[src/bsn_pkg.sv]
`timescale 1ns / 1ps
// ----------------------------------------------------------------------------
// Bitonic sorting network package
// Shared types, direction codes and the elaboration-time schedule builder
// that places every compare-exchange of the network into a pipeline layer.
// ----------------------------------------------------------------------------
package bsn_pkg;

    localparam int MAX_ELEMS = 8;
    localparam int IDX_W     = 3;
    localparam int STACK_D   = 32;

    // Direction of one compare-exchange.
    localparam logic [1:0] MODE_FOLLOW = 2'd0;
    localparam logic [1:0] MODE_ASC    = 2'd1;
    localparam logic [1:0] MODE_DESC   = 2'd2;

    localparam int KIND_SORT  = 0;
    localparam int KIND_MERGE = 1;

    typedef struct packed {
        logic valid;
        logic up;
    } t_ctl;

    typedef struct packed {
        logic [4:0]                            layers;
        logic [MAX_ELEMS-1:0]                  active;
        logic [MAX_ELEMS-1:0]                  is_a;
        logic [MAX_ELEMS-1:0][IDX_W-1:0]       partner;
        logic [MAX_ELEMS-1:0][1:0]             mode;
    } t_map;

    // Walks the recursive sort in order, gives each compare-exchange the
    // earliest layer after the previous ones on its two positions, and
    // returns the placement of the requested layer.
    function automatic t_map walk(input int n, input int sel);
        t_map       m;
        int         sp;
        int         kind [STACK_D];
        int         lo   [STACK_D];
        int         cnt  [STACK_D];
        logic [1:0] md   [STACK_D];
        int         nf   [MAX_ELEMS];
        int         k;
        int         l;
        int         c;
        int         h;
        logic [1:0] md_c;
        int         i;
        int         a;
        int         b;
        int         ly;
        int         steps;
        m = '0;
        for (i = 0; i < MAX_ELEMS; i++) begin
            nf[i] = 0;
        end
        sp      = 1;
        kind[0] = KIND_SORT;
        lo[0]   = 0;
        cnt[0]  = n;
        md[0]   = MODE_FOLLOW;
        for (steps = 0; steps < 512 && sp > 0; steps++) begin
            sp   = sp - 1;
            k    = kind[sp];
            l    = lo[sp];
            c    = cnt[sp];
            md_c = md[sp];
            if (c > 1) begin
                h = c >> 1;
                if (k == KIND_SORT) begin
                    kind[sp] = KIND_MERGE; lo[sp] = l;     cnt[sp] = c; md[sp] = md_c;
                    sp = sp + 1;
                    kind[sp] = KIND_SORT;  lo[sp] = l + h; cnt[sp] = h; md[sp] = MODE_DESC;
                    sp = sp + 1;
                    kind[sp] = KIND_SORT;  lo[sp] = l;     cnt[sp] = h; md[sp] = MODE_ASC;
                    sp = sp + 1;
                end else begin
                    for (i = 0; i < h; i++) begin
                        a  = l + i;
                        b  = a + h;
                        ly = (nf[a] > nf[b]) ? nf[a] : nf[b];
                        nf[a] = ly + 1;
                        nf[b] = ly + 1;
                        if (ly + 1 > int'(m.layers)) begin
                            m.layers = 5'(ly + 1);
                        end
                        if (ly == sel) begin
                            m.active[a]  = 1'b1;
                            m.active[b]  = 1'b1;
                            m.is_a[a]    = 1'b1;
                            m.partner[a] = IDX_W'(b);
                            m.partner[b] = IDX_W'(a);
                            m.mode[a]    = md_c;
                            m.mode[b]    = md_c;
                        end
                    end
                    kind[sp] = KIND_MERGE; lo[sp] = l + h; cnt[sp] = h; md[sp] = md_c;
                    sp = sp + 1;
                    kind[sp] = KIND_MERGE; lo[sp] = l;     cnt[sp] = h; md[sp] = md_c;
                    sp = sp + 1;
                end
            end
        end
        return m;
    endfunction

    function automatic int num_layers(input int n);
        t_map m;
        m = walk(n, 0);
        return int'(m.layers);
    endfunction

endpackage

[src/bsn_cmp_exch.sv]
`timescale 1ns / 1ps
// ----------------------------------------------------------------------------
// Bitonic sorting network compare-exchange cell
// Orders one pair of signed elements in the requested direction.
// ----------------------------------------------------------------------------
module bsn_cmp_exch #(
    parameter int DATA_WIDTH = 32
) (
    input  logic [DATA_WIDTH-1:0] i_a,
    input  logic [DATA_WIDTH-1:0] i_b,
    input  logic                  i_up,
    output logic [DATA_WIDTH-1:0] o_a,
    output logic [DATA_WIDTH-1:0] o_b
);

    logic w_greater;
    logic w_swap;

    assign w_greater = $signed(i_a) > $signed(i_b);
    assign w_swap    = (i_up == w_greater);
    assign o_a       = w_swap ? i_b : i_a;
    assign o_b       = w_swap ? i_a : i_b;

endmodule

[src/bsn_stage.sv]
`timescale 1ns / 1ps
// ----------------------------------------------------------------------------
// Bitonic sorting network layer
// One registered layer of compare-exchange cells working side by side.
// ----------------------------------------------------------------------------
module bsn_stage #(
    parameter int ELEMENT_COUNT = 8,
    parameter int DATA_WIDTH    = 32,
    parameter int STAGE         = 0
) (
    input  logic                                      i_clk,
    input  logic                                      i_rst_n,
    input  logic                                      i_adv,
    input  bsn_pkg::t_ctl                             i_ctl,
    input  logic [ELEMENT_COUNT-1:0][DATA_WIDTH-1:0]  i_data,
    output bsn_pkg::t_ctl                             o_ctl,
    output logic [ELEMENT_COUNT-1:0][DATA_WIDTH-1:0]  o_data
);

    localparam bsn_pkg::t_map MAP = bsn_pkg::walk(ELEMENT_COUNT, STAGE);

    wire  [ELEMENT_COUNT-1:0][DATA_WIDTH-1:0] w_next;
    wire  [ELEMENT_COUNT-1:0]                 w_up;
    bsn_pkg::t_ctl                            r_ctl;
    logic [ELEMENT_COUNT-1:0][DATA_WIDTH-1:0] r_data;

    for (genvar p = 0; p < ELEMENT_COUNT; p++) begin : g_pos
        if (MAP.active[p] && MAP.is_a[p]) begin : g_cell
            localparam int Q = int'(MAP.partner[p]);
            assign w_up[p] = (MAP.mode[p] == bsn_pkg::MODE_ASC)  ? 1'b1 :
                             (MAP.mode[p] == bsn_pkg::MODE_DESC) ? 1'b0 : i_ctl.up;
            bsn_cmp_exch #(
                .DATA_WIDTH(DATA_WIDTH)
            ) u_cell (
                .i_a (i_data[p]),
                .i_b (i_data[Q]),
                .i_up(w_up[p]),
                .o_a (w_next[p]),
                .o_b (w_next[Q])
            );
        end else if (MAP.active[p]) begin : g_b_side
            assign w_up[p] = i_ctl.up;
        end else begin : g_pass
            assign w_up[p]   = i_ctl.up;
            assign w_next[p] = i_data[p];
        end
    end

    always_ff @(posedge i_clk) begin
        if (!i_rst_n) begin
            r_ctl <= '0;
        end else if (i_adv) begin
            r_ctl <= i_ctl;
        end
    end

    always_ff @(posedge i_clk) begin
        if (i_adv) begin
            r_data <= w_next;
        end
    end

    assign o_ctl  = r_ctl;
    assign o_data = r_data;

    a_hold_on_stall: assert property (@(posedge i_clk) disable iff (!i_rst_n)
        !i_adv |=> $stable(r_data) && $stable(r_ctl))
        else $error("Layer contents changed while the pipeline was stalled.");

    for (genvar p = 0; p < ELEMENT_COUNT; p++) begin : g_chk
        if (MAP.active[p] && MAP.is_a[p]) begin : g_pair
            localparam int Q = int'(MAP.partner[p]);
            a_pair_order: assert property (@(posedge i_clk) disable iff (!i_rst_n)
                i_adv && i_ctl.valid |=>
                    ($past(w_up[p]) ? ($signed(r_data[p]) <= $signed(r_data[Q]))
                                    : ($signed(r_data[p]) >= $signed(r_data[Q]))))
                else $error("Compare-exchange left a pair out of order.");
        end
    end

endmodule

[src/bitonic_sorting_network_top.sv]
`timescale 1ns / 1ps
// ----------------------------------------------------------------------------
// Bitonic sorting network
// Sorts the signed elements of each beat, ascending or descending.
// ----------------------------------------------------------------------------
// Channel      Direction  Contents
// s_axis       in         ELEMENT_COUNT unsorted elements per beat
// m_axis       out        the same elements, sorted
// cfg          in         direction register: 1 ascending, 0 descending
//
// Each beat passes through one registered layer per network layer, and one
// beat is accepted per cycle while the output beat is not held.
// When the output beat is held, every layer freezes and s_axis is not ready.
// Reset empties the layers and selects ascending order.
// ----------------------------------------------------------------------------
module bitonic_sorting_network_top #(
    parameter int ELEMENT_COUNT = 8,
    parameter int DATA_WIDTH    = 32
) (
    input  logic                                           i_clk,
    input  logic                                           i_rst_n,
    input  logic                                           i_s_axis_tvalid,
    output logic                                           o_s_axis_tready,
    // elem_0 .. elem_(ELEMENT_COUNT-1), from the lowest bits
    input  logic [((ELEMENT_COUNT*DATA_WIDTH+7)/8)*8-1:0]  i_s_axis_tdata,
    output logic                                           o_m_axis_tvalid,
    input  logic                                           i_m_axis_tready,
    // sorted_0 .. sorted_(ELEMENT_COUNT-1), from the lowest bits
    output logic [((ELEMENT_COUNT*DATA_WIDTH+7)/8)*8-1:0]  o_m_axis_tdata,
    input  logic                                           i_cfg_wr_en,
    input  logic                                           i_cfg_wr_data
);

    localparam int ELEMS_W    = ELEMENT_COUNT * DATA_WIDTH;
    localparam int TDATA_W    = ((ELEMS_W + 7) / 8) * 8;
    localparam int NUM_STAGES = bsn_pkg::num_layers(ELEMENT_COUNT);

    wire  [NUM_STAGES:0][ELEMENT_COUNT-1:0][DATA_WIDTH-1:0] w_data;
    wire  bsn_pkg::t_ctl [NUM_STAGES:0]                     w_ctl;
    logic                                                   w_adv;
    logic                                                   r_ascending;

    always_ff @(posedge i_clk) begin
        if (!i_rst_n) begin
            r_ascending <= 1'b1;
        end else if (i_cfg_wr_en) begin
            r_ascending <= i_cfg_wr_data;
        end
    end

    assign w_adv     = !w_ctl[NUM_STAGES].valid || i_m_axis_tready;
    assign w_data[0] = i_s_axis_tdata[ELEMS_W-1:0];
    assign w_ctl[0]  = '{valid: i_s_axis_tvalid, up: r_ascending};

    for (genvar s = 0; s < NUM_STAGES; s++) begin : g_stage
        bsn_stage #(
            .ELEMENT_COUNT(ELEMENT_COUNT),
            .DATA_WIDTH   (DATA_WIDTH),
            .STAGE        (s)
        ) u_stage (
            .i_clk  (i_clk),
            .i_rst_n(i_rst_n),
            .i_adv  (w_adv),
            .i_ctl  (w_ctl[s]),
            .i_data (w_data[s]),
            .o_ctl  (w_ctl[s+1]),
            .o_data (w_data[s+1])
        );
    end

    assign o_s_axis_tready = w_adv;
    assign o_m_axis_tvalid = w_ctl[NUM_STAGES].valid;
    assign o_m_axis_tdata  = TDATA_W'(w_data[NUM_STAGES]);

    a_stall_blocks_input: assert property (@(posedge i_clk) disable iff (!i_rst_n)
        o_m_axis_tvalid && !i_m_axis_tready |-> !o_s_axis_tready)
        else $error("Input beat accepted while the output beat was held.");

    a_held_beat_stable: assert property (@(posedge i_clk) disable iff (!i_rst_n)
        o_m_axis_tvalid && !i_m_axis_tready |=>
            o_m_axis_tvalid && $stable(o_m_axis_tdata))
        else $error("Held output beat changed before it was taken.");

    a_reset_empties: assert property (@(posedge i_clk)
        !i_rst_n |=> !o_m_axis_tvalid)
        else $error("Output beat valid straight after reset.");

endmodule
[config.mk]
export PLATFORM = sky130hd
export DESIGN_NAME = bitonic_sorting_network_top
export DESIGN_NICKNAME = d
export VERILOG_FILES = /design/src/bsn_pkg.sv /design/src/bsn_cmp_exch.sv /design/src/bsn_stage.sv /design/src/bitonic_sorting_network_top.sv
export SDC_FILE = /design/constraint.sdc
export NUM_CORES = 2
export LEC_CHECK = 0
export ABC_AREA = 1
export BUFFER_PORTS_ARGS = -buffer_cell sky130_fd_sc_hd__buf_2
export CAP_MARGIN = 0
export CORE_UTILIZATION = 55
export DETAILED_ROUTE_END_ITERATION = 10
export PLACE_DENSITY = 0.74
export SYNTH_ARGS = -nofsm -noshare
export SYNTH_HDL_FRONTEND = slang
export SYNTH_HIERARCHICAL = 1
export SYNTH_SLANG_ARGS = --single-unit
[constraint.sdc]
create_clock -name i_clk -period 54.1 [get_ports i_clk]
set_input_delay 8.115 -clock i_clk [delete_from_list [all_inputs] [get_ports i_clk]]
set_output_delay 8.115 -clock i_clk [all_outputs]
set_load 0.02 [all_outputs]
[Word level (Yosys, flattened, before mapping)]
Cells that the tools add are included.
Word-level totals
  logic and storage cells: 146
  input bits: 262
  register bits after elaboration: 1548
Operators by class
  $lt $le $gt $ge: 24
  reductions and logical operators: 2
  muxes and demuxes: 48
  equal/unequal tests: 12
Operator list (number)
  32-bit 2-to-1 mux: 48
  32-bit greater-than comparator: 24
  1-bit equality test: 12
  1-bit logical NOT: 1
  1-bit logical OR: 1

[Longest topological paths before layout]
  word-level depth: 3
  mapped depth: 19
  gate-level depth less buffers: 18

[Cells and area by module]
The synthesis kept the hierarchy.
Modules (own cells, without submodules)
  bsn_cmp_exch at g_stage[0].u_stage.g_pos[0].g_cell.u_cell ...: area an instance 2451.1 µm², seq. area each 0.0 µm², cells an instance 367, instances 23
  bsn_stage at g_stage[0].u_stage ...: area an instance 7772.5 µm², seq. area each 7727.4 µm², cells an instance 270, instances 3
  bsn_stage at g_stage[3].u_stage ...: area an instance 7764.9 µm², seq. area each 7727.4 µm², cells an instance 268, instances 3
  bsn_cmp_exch at g_stage[2].u_stage.g_pos[2].g_cell.u_cell: area an instance 2418.6 µm², seq. area each 0.0 µm², cells an instance 367, instances 1
  bitonic_sorting_network_top: area an instance 51.3 µm², seq. area each 20.0 µm², cells an instance 7, instances 1

[Worst setup path before layout]
OpenSTA, ideal clock, no wires.
  path kind: input to output
  start point: input port i_m_axis_tready
  end point: output port o_s_axis_tready
  required time: 45985 ps
  path buffers: 0
  setup slack: 5119 ps
  stages: 2
  arrival: 40866 ps
  cells stage by stage: inv_1 -> nand2_1
Between the ends
  longest elaborated chain between the ends: 1
RTL lines
  start, declared: RTL line bitonic_sorting_network_top.sv:27  | input logic i_m_axis_tready,
  1-bit logical OR: RTL line bitonic_sorting_network_top.sv:51  | assign w_adv = !w_ctl[NUM_STAGES].valid || i_m_axis_tready;
  end, declared: RTL line bitonic_sorting_network_top.sv:23  | output logic o_s_axis_tready,
Every way passes these cells.

[Worst setup path in the final report]
Same ends and word-level chain as after synthesis.

==> impl_table.tex <==
\begin{tabular}{lr}
\hline
Metric & Value \\
\hline
\multicolumn{2}{l}{\textbf{Timing}} \\
Final min period & 17.03 ns \\
Count of pins over their slew limit & 0 \\
Unrepaired setup endpoints after global routing & false \\
Summed negative setup slack over all endpoints & 0 ns \\
Period utilization & 0.315 \\
Transition time at the pin with the least slew margin & approximately 1.4 ns \\
Number of setup violations in the final report & 0 \\
Clock skew after layout & around 0.033 ns \\
Max-Slew Margin vs Limit & 0.0462 \\
Hold Fails Final Rpt & 0 \\
Upper clock frequency limit & 58.7 MHz \\
\multicolumn{2}{l}{\textbf{Min path}} \\
Worst Hold Class & reg -> reg \\
Worst Hold End & g\_stage[1].u\_stage/o\_ctl[1]\$\_SDFFE\_PN0P\_ \\
WHS Path Cells & 2 \\
Launch instance of the worst min-delay path & g\_stage[1].u\_stage/o\_ctl[1]\$\_SDFFE\_PN0P\_ \\
\multicolumn{2}{l}{\textbf{Routing}} \\
Routed via count divided by cell count & 5.89 \\
Remaining number of nets flagged by the antenna check after routing & 0 \\
Vias after detailed routing & 78200 \\
Wire length reported by the detailed router & 298 mm \\
Post-route DRC violation count & 0 \\
Initial drt markers & 7641 \\
Routed length per instance & 22.4 um \\
Count of TritonRoute iterations in the first routing pass & 8 \\
\multicolumn{2}{l}{\textbf{Worst setup path}} \\
Peak fanout along the critical path & 41 \\
Most used cell along the critical path & sky130\_fd\_sc\_hd\_\_buf\_2 \\
Buf/Inv on CP & 3 \\
Standard cell with the maximum stage delay on the critical path & sky130\_fd\_sc\_hd\_\_nand2\_4 \\
Worst path cell trace & buf\_2 -> inv\_1 -> nand2\_4 -> buf\_2 \\
Type of the setup path with the least slack & in -> out \\
Arrival time reported for the critical path endpoint & 8.92 ns \\
Maximum cell stage delay along the critical path & 0.39 ns \\
Reg-to-reg critical path endpoint & g\_stage[0].u\_stage/o\_data[76]\$\_DFFE\_PP\_ \\
Critical Path Start Type & input port \\
Number of cells on the worst reg-to-reg path & 7 \\
Critical path launch point & i\_m\_axis\_tready \\
Cell family with most CP delay & buffers and inverters \\
Worst setup EP type & primary output \\
Worst reg-to-reg setup slack & 48.20 ns \\
Worst Path Required & approximately 46 ns \\
Worst reg2reg path startpoint & g\_stage[5].u\_stage/o\_ctl[1]\$\_SDFFE\_PN0P\_ \\
\multicolumn{2}{l}{\textbf{Clock tree}} \\
TritonCTS Buffers & about 160 \\
Sinks on the clock net & around 1500 \\
Setup repair bufs after CTS & 0 \\
TritonCTS clock tree & yes \\
Number of instances resized during post-cts repair & 0 \\
Number of buffers inserted for hold repair after clock tree synthesis & 0 \\
Number of buffers between clock root and the deepest sink & 3 \\
Clock insertion delay at the later pin of the skew report & $\sim$0.85 ns \\
Maximum level of the CTS H-tree & 4 \\
Clock-pin transition on the worst setup and hold timing paths & roughly 0.060 ns \\
Buffer cell driving the clock tree root & sky130\_fd\_sc\_hd\_\_clkbuf\_16 \\
\multicolumn{2}{l}{\textbf{GRT}} \\
Antenna violations before repair & 29 \\
Maximum number of pins on one net before global-route repair & about 170 \\
Via count of the first global-routing pass & 72300 \\
Grt ovf & 0 \\
Overall track demand over capacity in global routing & 0.304 \\
First-pass GRT wire length & 443 mm \\
\multicolumn{2}{l}{\textbf{Synthesis}} \\
Area of the mapped netlist & between 100000 and 150000 um2 \\
Post-Syn Area per Cell & $\sim$10 um2 \\
Cells after synthesis & between 10000 and 15000 \\
Synth warn & 6 \\
\multicolumn{2}{l}{\textbf{Finish}} \\
Fraction of layout instances using a drive strength above 1 & 0.245 \\
\# nets final & 11600 \\
Growth of design area from synthesis to finish & 5.19\% \\
\multicolumn{2}{l}{\textbf{Place}} \\
Detailed-placement wirelength estimate & 235 mm \\
Routability congestion estimate from global placement & 1.01 \\
Number of buffers added on ports & 519 \\
\multicolumn{2}{l}{\textbf{Run}} \\
Number of violations of the max-capacitance limit & 0 \\
\multicolumn{2}{l}{\textbf{Floorplanning}} \\
Starting density of the core & 0.554 \\
Io pins & 520 \\
Die height & about 440 um \\
X dimension of the die & 440 um \\
Core area & 190000 um2 \\
Total die area & 193000 um2 \\
Row cnt & 160 \\
\multicolumn{2}{l}{\textbf{Outcome}} \\
Outcome & finished clean \\
\hline
\end{tabular}
metal layers:
metal	up-vias	GRT usage	share of wire
met1	38000	0.424	0.43
met3	624	0.0374	0.070
li1	36400	-	-
met5	-	0	0.00023
met2	3140	0.469	0.44
met4	10	0.146	0.052
per-stage QoR:
stage                     std cells  hold slack (ns)  setup WS [ns]  utilization  area [um2]
after floorplan               10500            0.439           5.15            -      106000
after CTS                     13300            0.472          37.07        0.583      111000
after global routing          13300            0.487          37.00        0.583      111000
final                         13300            0.470          37.07        0.583      111000
after detailed placement      13000            0.464          37.06        0.554      105000
after global placement        13000            0.455          37.08        0.554      105000
worst max path at each step:
stage	to	slack [ns]	cells after the start
2_1_floorplan	o_s_axis_tready	5.15	2
3_3_place_gp	o_s_axis_tready	37.08	4
3_5_place_dp	o_s_axis_tready	37.06	4
4_1_cts	o_s_axis_tready	37.07	4
5_1_grt	o_s_axis_tready	37.00	4
6_report	o_s_axis_tready	37.07	4
cells in the final DEF (no fill, tap or decap), types with 41 or more instances in the layout:
cell type,n
sky130_fd_sc_hd__nand3_2,1442
sky130_fd_sc_hd__o21a_1,48
sky130_fd_sc_hd__nand3_4,47
sky130_fd_sc_hd__nand2_1,2379
sky130_fd_sc_hd__nand2_2,71
sky130_fd_sc_hd__o21ai_0,48
sky130_fd_sc_hd__nor2_1,214
sky130_fd_sc_hd__buf_2,519
sky130_fd_sc_hd__nand3_1,1656
sky130_fd_sc_hd__clkbuf_16,164
sky130_fd_sc_hd__edfxtp_1,1536
sky130_fd_sc_hd__nand2_4,71
sky130_fd_sc_hd__ha_1,768
sky130_fd_sc_hd__a21oi_1,312
sky130_fd_sc_hd__inv_1,974
sky130_fd_sc_hd__nand4_4,48
sky130_fd_sc_hd__buf_4,43
sky130_fd_sc_hd__nand4_1,48
sky130_fd_sc_hd__clkinv_1,41
cell type report:
class	instances	area (um2)
Fill cell	15800	79300
Inverter	1021	3830
Timing Repair Buffer	563	2940
Antenna cell	11	27.5
Clock inverter	124	1390
Clock buffer	178	4160
Multi-Input combinational cell	7308	49000
Sequential cell	1548	46400
Tap cell	2511	3140
flip-flops by register name, indices dropped and copies added, names as in the netlist:
signal	flops
g_stage.u_stage/o_ctl	11
r_ascending	1
g_stage.u_stage/o_data	1536
tightest hold or removal path, delay by kind of cell, from the launching register on:
family        cells  cell delay, ns
flops             1            0.31
simple gates      2            0.13
Power is not shown: default switching activity piles up to over one toggle a cycle in this logic, so the estimate is an artifact.
